`config.mk`:
```
export PLATFORM = sky130hd
export DESIGN_NAME = fbre_div
export DESIGN_NICKNAME = d
export VERILOG_FILES = /design/src/design/fbre_pkg.sv /design/src/design/fbre_div.sv
export SDC_FILE = /design/constraint.sdc
export NUM_CORES = 1
export LEC_CHECK = 0
export BUFFER_PORTS_ARGS = -buffer_cell sky130_fd_sc_hd__buf_4
export CAP_MARGIN = 20
export CELL_PAD_IN_SITES_DETAIL_PLACEMENT = 1
export CELL_PAD_IN_SITES_GLOBAL_PLACEMENT = 1
export CORE_ASPECT_RATIO = 1.4
export CORE_UTILIZATION = 47
export DETAILED_ROUTE_END_ITERATION = 16
export PLACE_DENSITY = 0.93
export SLEW_MARGIN = 0
export SYNTH_ARGS = -nofsm -noshare
export SYNTH_HDL_FRONTEND = slang
export SYNTH_SLANG_ARGS = --single-unit
```
`constraint.sdc`:
```
create_clock -name clk_i -period 4.9 [get_ports clk_i]
set_clock_uncertainty 0.05 [all_clocks]
set_input_delay 0.245 -clock clk_i [delete_from_list [all_inputs] [get_ports clk_i]]
set_output_delay 0.245 -clock clk_i [all_outputs]
set_load 0.01 [all_outputs]
```
`src/design/fbre_pkg.sv`:
```
// Shared types and constants of the page framebuffer raster engine.
package fbre_pkg;

  // Opcodes of the command channel.
  localparam logic [2:0] OP_CLEAR = 3'd0;
  localparam logic [2:0] OP_PIXEL = 3'd1;
  localparam logic [2:0] OP_RECT  = 3'd2;
  localparam logic [2:0] OP_LINE  = 3'd3;
  localparam logic [2:0] OP_READ  = 3'd4;

  // Configuration register indexes.
  localparam logic REG_WIDTH  = 1'b0;
  localparam logic REG_HEIGHT = 1'b1;

  localparam logic [7:0] WIDTH_RESET  = 8'd128;
  localparam logic [6:0] HEIGHT_RESET = 7'd64;

  // Row within an eight-row page.
  localparam logic [2:0] ROW_IN_PAGE = 3'h7;

  // Divider steps: one quotient bit per cycle over a 12-bit magnitude.
  localparam logic [3:0] DIV_STEPS = 4'd12;

  // Coordinates with room for rectangle overhang past 2047.
  typedef logic signed [12:0] coord_t;

  typedef struct packed {
    logic          done;
    logic signed [12:0] quot;
    logic [11:0]   rem;
  } div_res_t;

  typedef enum logic [3:0] {
    S_INIT,
    S_IDLE,
    S_CLR,
    S_DIV,
    S_CALC,
    S_RD,
    S_WR,
    S_STEP,
    S_RBCHK,
    S_RBRD,
    S_RBDAT,
    S_OUT
  } state_e;

endpackage

```
`src/design/fbre_div.sv`:
```
// Iterative restoring divider with floor correction for line slopes.
module fbre_div (
  input  logic                 clk_i,
  input  logic                 rst_ni,
  input  logic                 start_i,
  input  fbre_pkg::coord_t     dividend_i,
  input  logic [11:0]          divisor_i,
  output fbre_pkg::div_res_t   res_o
);
  import fbre_pkg::*;

  logic        busy_q, done_q, neg_q;
  logic [3:0]  cnt_q;
  logic [11:0] rem_q, quo_q, dvs_q;
  logic [12:0] rem_sh, sub;
  logic        fits;
  logic [12:0] mag_full;

  assign mag_full = dividend_i[12] ? 13'(-dividend_i) : 13'(dividend_i);
  assign rem_sh   = {rem_q, quo_q[11]};
  assign fits     = rem_sh >= {1'b0, dvs_q};
  assign sub      = rem_sh - {1'b0, dvs_q};

  always_ff @(posedge clk_i or negedge rst_ni) begin
    if (!rst_ni) begin
      busy_q <= 1'b0;
      done_q <= 1'b0;
      cnt_q  <= '0;
    end else if (start_i) begin
      busy_q <= 1'b1;
      done_q <= 1'b0;
      cnt_q  <= DIV_STEPS;
    end else if (busy_q) begin
      cnt_q <= cnt_q - 4'd1;
      if (cnt_q == 4'd1) begin
        busy_q <= 1'b0;
        done_q <= 1'b1;
      end
    end else begin
      done_q <= 1'b0;
    end
  end

  always_ff @(posedge clk_i) begin
    if (start_i) begin
      rem_q <= '0;
      quo_q <= mag_full[11:0];
      dvs_q <= divisor_i;
      neg_q <= dividend_i[12];
    end else if (busy_q) begin
      rem_q <= fits ? sub[11:0] : rem_sh[11:0];
      quo_q <= {quo_q[10:0], fits};
    end
  end

  // Round toward minus infinity for negative dividends.
  always_comb begin
    res_o.done = done_q;
    if (neg_q && rem_q != '0) begin
      res_o.quot = -(13'(quo_q) + 13'sd1);
      res_o.rem  = dvs_q - rem_q;
    end else if (neg_q) begin
      res_o.quot = -13'(quo_q);
      res_o.rem  = rem_q;
    end else begin
      res_o.quot = 13'(quo_q);
      res_o.rem  = rem_q;
    end
  end

endmodule

```
==> summary.md, run 1 <==
| Metric | Value |
|---|---|
| Slew Viols, Final | `0` |
| Vias in the first global route | `3595` |
| Final min period | `3151 ps` |
| R2R setup slack | `1920 ps` |
| ANT cells | `0` |
| PortBufs | `53` |
| Initial antenna violation count | `0` |
| Chip Width | `76.34 um` |
| Worst setup slack after layout | `1749 ps` |
| Mean post-synth cell area | `8.804 um2` |
| Crit path required time | `4610 ps` |
| Top-level I/O count | `54` |
| Critical path class | `reg -> out` |
| Mapped Area | `0.003636 mm2` |
| Arr. time, crit path | `2860 ps` |
| M3 GR Usage | `0.03605` |
| Clock-pin slew on the worst setup and hold paths | `90 ps` |
| Global-route wire length before repair | `17.62 mm` |
| Antenna Nets Post-Route | `0` |
| H-tree depth | `2` |
| Critical path's slowest cell | `dfxtp_1` |
| Worst skew pair latency | `300 ps` |
| Fraction of layout cells with a size suffix above 1 | `0.1594` |
| Number of clock buffers inserted by TritonCTS | `5` |
| Final setup fails | `0` |
| Remaining Overflow, GRT | `0` |
| Worst VDD drop | `0.1763 mV` |
| Worst rel slew slack | `0.4228` |
| Fillers | `886` |
| Layer with the highest usage | `met2` |
| Number of max-cap violations | `0` |
| Initial Util | `0.4909` |
| Number of synthesized register bits | `43` |
| CP endpoint kind | `primary output` |
| Routability Congestion | `0.8737` |
| CP cell instances | `inv_1, ha_1, nor2b_1, o31a_1, o41a_1, o21bai_1, a21boi_0, o31ai_1, buf_4` |
| Cell Pwr Density | `259.0 mW/mm2` |
| Post-synth net total | `470` |
| Die ar. | `0.008097 mm2` |
| CTS root buf | `clkbuf_8` |
| TritonCTS clock tree | `yes` |
| Post-synth cell types | `64` |
| Max clock buf depth | `2` |
| Synthesis-to-finish area growth | `14.83%` |
| Fraction of synthesis flops using an asynchronous set or reset pin | `0.1395` |
| Cell Count, Final, Fillers Out | `555` |
| Largest net degree at the start of global routing | `63` |
| Dpl cells | `545` |
| Synth Instances | `413` |
| RSZ-0062 raised after global routing | `false` |
| Core Box Area | `0.007407 mm2` |
| First DRT Iteration DRCs | `174` |
| Post-synth EDFFs | `25` |
| Worst Path Max Fanout | `6` |
| Least-Margin Pin Slew | `843.9 ps` |
| Sequential element share of the synthesized area | `0.3138` |
| Die height | `106.1 um` |
| CTS Sinks | `43` |
| Routed WL | `10.90 mm` |
| HP Class | `in -> reg` |
| Ys flop type | `edfxtp_1` |
| Setup WS pre-CTS | `2039 ps` |
| Final setup TNS | `0 ps` |
| Fin nets | `514` |
| Number of post-CTS setup repair buffers | `0` |
| Met2 Track Usage GR | `0.5766` |
| Period utilisation layout | `0.6430` |
| GR Util met1 | `0.2700` |
| First-pass detailed-route iteration total | `5` |
| Row Count | `37` |
| Outcome | `completed` |
| Yosys Warn Count | `0` |
| Vias/cell | `5.966` |
| Critical Path Start Type | `register` |
| Leak | `0.001785 uW` |
| DR WL/cell | `19.65 um` |
| Crit-path max cell delay | `520 ps` |
| GRT Overall Usage | `0.2799` |
| DP Wirelength | `8.317 mm` |
| FMAX | `317.4 MHz` |
| Via count | `3311` |
| # DRC | `0` |
| Worst Path Buf+Inv | `2` |
| Hold violation total from the final report | `0` |
| CP top delay family | `compound AO/OA/AOI/OAI gates` |
registers in the layout (all words and copies together), names as in the netlist:
signal  flops
dvs_q      12
quo_q      12
rem_q      12
cnt_q       4
busy_q      1
done_q      1
neg_q       1
cells in the mapped netlist (all sizes together) (11+ instances only):
library cell,n,share of area
o21ai,17,0.023
edfxtp,25,0.21
ha,27,0.093
inv,34,0.035
clkbuf,11,0.011
dfxtp,12,0.066
xor2,19,0.046
a211oi,12,0.029
nor2,38,0.039
a21oi,32,0.045
nand2,30,0.031
xnor2,18,0.043
mux2i,11,0.030
cell type report:
class                   count  area, um2  area share
multi-input cells         318       2265      0.5424
flip-flops and latches     43       1141      0.2733
repair buffers             55      435.4      0.1043
inverters                  34      127.6     0.03057
well taps                  97      121.4     0.02907
clock buffers               6      72.57     0.01738
clock inverters             2      12.51    0.002997
path summary, 6_finish.rpt:
| kind | from | endpoint | cells after the start |
|---|---|---|---|
| max | rem_q[1]$_SDFFE_PP0P_ | res_o[9] | 9 |
| min | divisor_i[10] | dvs_q[10]$_DFFE_PP_ | 1 |
| max reg2reg | rem_q[3]$_SDFFE_PP0P_ | rem_q[0]$_SDFFE_PP0P_ | 7 |
| min reg2reg | done_q$_DFFE_PN0P_ | done_q$_DFFE_PN0P_ | 2 |
| max in group asynchronous | rst_ni | busy_q$_DFF_PN0_ | 2 |
| min in group asynchronous | rst_ni | done_q$_DFFE_PN0P_ | 2 |
power breakdown:
part           switching (uW)  internal, uW
clock                     133           100
sequential               36.6           416
combinational             215           181
total                     385           696
cells by family after synthesis:
group / synth area share
compound gates: 0.2192
xor+xnor: 0.08913
fa+ha+maj: 0.1039
buf+inv: 0.06331
flops: 0.3138
mux: 0.03751
simple gates: 0.1731
cell usage in the layout, fill, tap and decap left out, types with 3 or more instances in the layout:
cell type and n:
a211oi_2 3, nor2_1 38, clkbuf_8 5, nand3_1 8, o21bai_1 3, xnor2_1 18
xor2_1 19, dfxtp_1 12, ha_1 27, or4_1 5, nand2_1 30, dfrtp_1 6
nand3b_1 4, and3_1 4, nor3_1 5, a21oi_1 31, o21ai_1 3, mux2i_1 11
nand2b_1 7, o31ai_1 10, a21o_1 6, nor2b_1 5, edfxtp_1 25, inv_1 34
o21a_1 8, buf_4 53, o21ai_0 14, a211oi_1 9, or3_1 7
metrics by stage:
step / total power [uW] / cell area (um2) / hold slack [ps] / utilization
6_report: 1082 / 4175 / 65.38 / 0.5637
5_1_grt: 1134 / 4175 / 58.60 / 0.5637
4_1_cts: 1080 / 4148 / 66.05 / 0.5600
3_5_place_dp: 848.2 / 4053 / 11.74 / 0.5471
3_3_place_gp: 828.2 / 4053 / 7.436 / 0.5471
2_1_floorplan: 693.9 / 3636 / -100.6 / -
layer usage:
| layer | wire length, um | part of all wire | up-vias |
|---|---|---|---|
| met5 | 0 | 0 | - |
| met4 | 440 | 0.040 | 0 |
| met3 | 310 | 0.028 | 38 |
| li1 | - | - | 1576 |
| met2 | 6267 | 0.57 | 105 |
| met1 | 3884 | 0.36 | 1592 |
timing repair:
action,4_1_cts,5_1_grt
hold buffers,1,0
hold endpoints to repair,6,0
setup endpoints to repair,0,0
resized for setup,0,0
No activity file was read; power rests on OpenSTA's default activity.
==> inputs of run 2 (changes only) <==
Settings changed: CORE_UTILIZATION 47 to 40, PLACE_DENSITY 0.93 to 0.85.
Clock period 4.9 ns to 2.85 ns, I/O delays scaled along.
==> run 2 against run 1 <==
The flow now finishes with violations (setup timing). Die area is 17% higher. Flip-flop and latch count stayed put. Highest routed layer unchanged. Cell area is 8.3% higher. Routed wire length is 4.0% higher. Sequential power is 72% higher. Critical endpoint unchanged. Critical path depth is 1 lower. Utilization is 4.4 points lower. Hold slack better by 20 ps. Critical path type unchanged. Setup slack worse by 1800 ps. Clock power grew to 2.5 times the previous value.
==> summary.md, run 2 (synthesis results as in run 1) <==
| Metric | Value |
|---|---|
| Final min period | `2869 ps` |
| CP endpoint kind | `primary output` |
| Fraction of layout cells with a size suffix above 1 | `0.2128` |
| Number of clock buffers inserted by TritonCTS | `5` |
| Synthesis-to-finish area growth | `24.40%` |
| Number of max-cap violations | `0` |
| R2R setup slack | `200 ps` |
| Worst rel slew slack | `0.3381` |
| Leak | `0.001926 uW` |
| Die ar. | `0.009481 mm2` |
| Routability Congestion | `0.8701` |
| Fillers | `1035` |
| DR WL/cell | `19.25 um` |
| Max clock buf depth | `2` |
| Critical Path Start Type | `register` |
| Largest net degree at the start of global routing | `63` |
| ANT cells | `0` |
| Fin Hold WS | `85.11 ps` |
| Routed WL | `11.34 mm` |
| Worst skew pair latency | `300 ps` |
| Largest regs | `dvs_q x12, quo_q x12, rem_q x12` |
| Initial antenna violation count | `0` |
| Row Count | `40` |
| Failing checks | `setup timing` |
| Worst VDD drop | `0.2811 mV` |
| Arr. time, crit path | `2680 ps` |
| Die height | `114.8 um` |
| Worst setup slack after layout | `-18.50 ps` |
| Hold_sp | `dividend_i[12]` |
| Clock-pin slew on the worst setup and hold paths | `70 ps` |
| # DRC | `0` |
| Initial Util | `0.4175` |
| Antenna Nets Post-Route | `0` |
| H-tree depth | `2` |
| Vias in the first global route | `3812` |
| Fin nets | `540` |
| Area taken by multi-input logic gates | `0.002326 mm2` |
| Slew Viols, Final | `0` |
| Commonest non-fill, non-tap cell in the layout | `buf_4` |
| First DRT Iteration DRCs | `143` |
| Worst Path Max Fanout | `3` |
| Vias/cell | `5.779` |
| Critical path class | `reg -> out` |
| TritonCTS clock tree | `yes` |
| Final non-filler cell area | `0.004523 mm2` |
| Via count | `3404` |
| R2r worst-path depth | `9` |
| FMAX | `348.6 MHz` |
| Global-route wire length before repair | `17.88 mm` |
| Worst hold stages | `1` |
| Period utilisation layout | `1.006` |
| Hold violation total from the final report | `0` |
| CP cell instances | `ha_1, nor2b_4, o31a_1, o41a_1, o21bai_1, a21boi_1, o31ai_1, buf_4` |
| Crit path required time | `2660 ps` |
| Final setup fails | `1` |
| Core Box Area | `0.008708 mm2` |
| First-pass detailed-route iteration total | `4` |
| RR Startpoint | `dvs_q[11]$_DFFE_PP_` |
| CTS Sinks | `43` |
| CTS root buf | `clkbuf_16` |
| PortBufs | `53` |
| Crit-path max cell delay | `410 ps` |
| HP Class | `in -> reg` |
| DP Wirelength | `8.448 mm` |
| Register Area | `0.001149 mm2` |
| Reg-to-reg critical path endpoint | `rem_q[7]$_SDFFE_PP0P_` |
| Outcome | `complete, but fails checks` |
| GRT Overall Usage | `0.2525` |
| WHS Endpoint | `neg_q$_DFFE_PP_` |
| Top-level I/O count | `54` |
| Cell Pwr Density | `465.8 mW/mm2` |
| RSZ-0062 raised after global routing | `true` |
| Critical path's slowest cell | `edfxtp_1` |
| Least-Margin Pin Slew | `992.8 ps` |
| Remaining Overflow, GRT | `0` |
| Post-DP Area | `0.004130 mm2` |
| Chip Width | `82.58 um` |
| Most frequent cells in the layout | `buf_4, nor2_1, inv_1, a21oi_1, nand2_1` |
## run 2: power by group
part	internal (uW)	switching, uW	total (uW)	leakage, uW
registers	716	61.2	777	0.000417
clock network	324	261	585	0.0000674
logic	351	394	745	0.00144
total	1390	717	2110	0.00193
## run 2: how the worst max path moves through the flow
stage / from / end / slack [ps] / depth (start not counted)
final: dvs_q[1]$_DFFE_PP_ / res_o[9] / -20 / 8
after global routing: dvs_q[1]$_DFFE_PP_ / res_o[9] / -60 / 8
after CTS: rem_q[1]$_SDFFE_PP0P_ / res_o[11] / 20 / 10
after detailed placement: dvs_q[4]$_DFFE_PP_ / rem_q[7]$_SDFFE_PP0P_ / 110 / 9
after global placement: dvs_q[11]$_DFFE_PP_ / rem_q[7]$_SDFFE_PP0P_ / 270 / 9
after floorplan: dvs_q[11]$_DFFE_PP_ / rem_q[0]$_SDFFE_PP0P_ / 510 / 9
## run 2: cell type report
cell class              count  share of cell area
multi-input cells         318              0.5142
flip-flops and latches     43              0.2539
repair buffers             81              0.1425
well taps                 105             0.02905
clock inverters             3            0.004426
inverters                  34             0.02822
clock buffers               5             0.02766
## run 2: metrics by stage
| stage | total power (uW) | worst slack [ps] | util | instances | TNS, ps |
|---|---|---|---|---|---|
| final | 2107 | -18.50 | 0.5194 | 589 | -18.50 |
| after floorplan | 1193 | 506.5 | - | 413 | 0 |
| after global placement | 1437 | 269.3 | 0.4743 | 562 | 0 |
| after global routing | 2226 | -60.24 | 0.5194 | 589 | -156.7 |
| after CTS | 2077 | 15.19 | 0.5082 | 585 | 0 |
| after detailed placement | 1470 | 114.2 | 0.4743 | 562 | 0 |
## run 2: worst max-delay path: cells and delay by family, from the launching register on
family                   cells  cell delay [ps]
buffers and inverters        1              190
flip-flops                   1              410
AND/OR/NAND/NOR              1              150
adder cells (fa/ha/maj)      1              330
AO/OA/AOI/OAI                5             1310
## run 2: repair_timing
action / 4_1_cts / 5_1_grt
setup endpoints to repair: 2 / 10
pin swaps: 2 / 5
buffers inserted: 2 / 4
hold buffers: 13 / 0
gates resized for setup: 4 / 21
endpoints found under the hold margin: 18 / 0
## run 2: routing by layer
metal  GRT usage  vias up  routed length, um
li1            -     1625                  -
met1      0.2523     1655               4156
met2      0.4804       90               6322
met3     0.04524       34                372
met4      0.1299        0                486
met5           0        -                  0
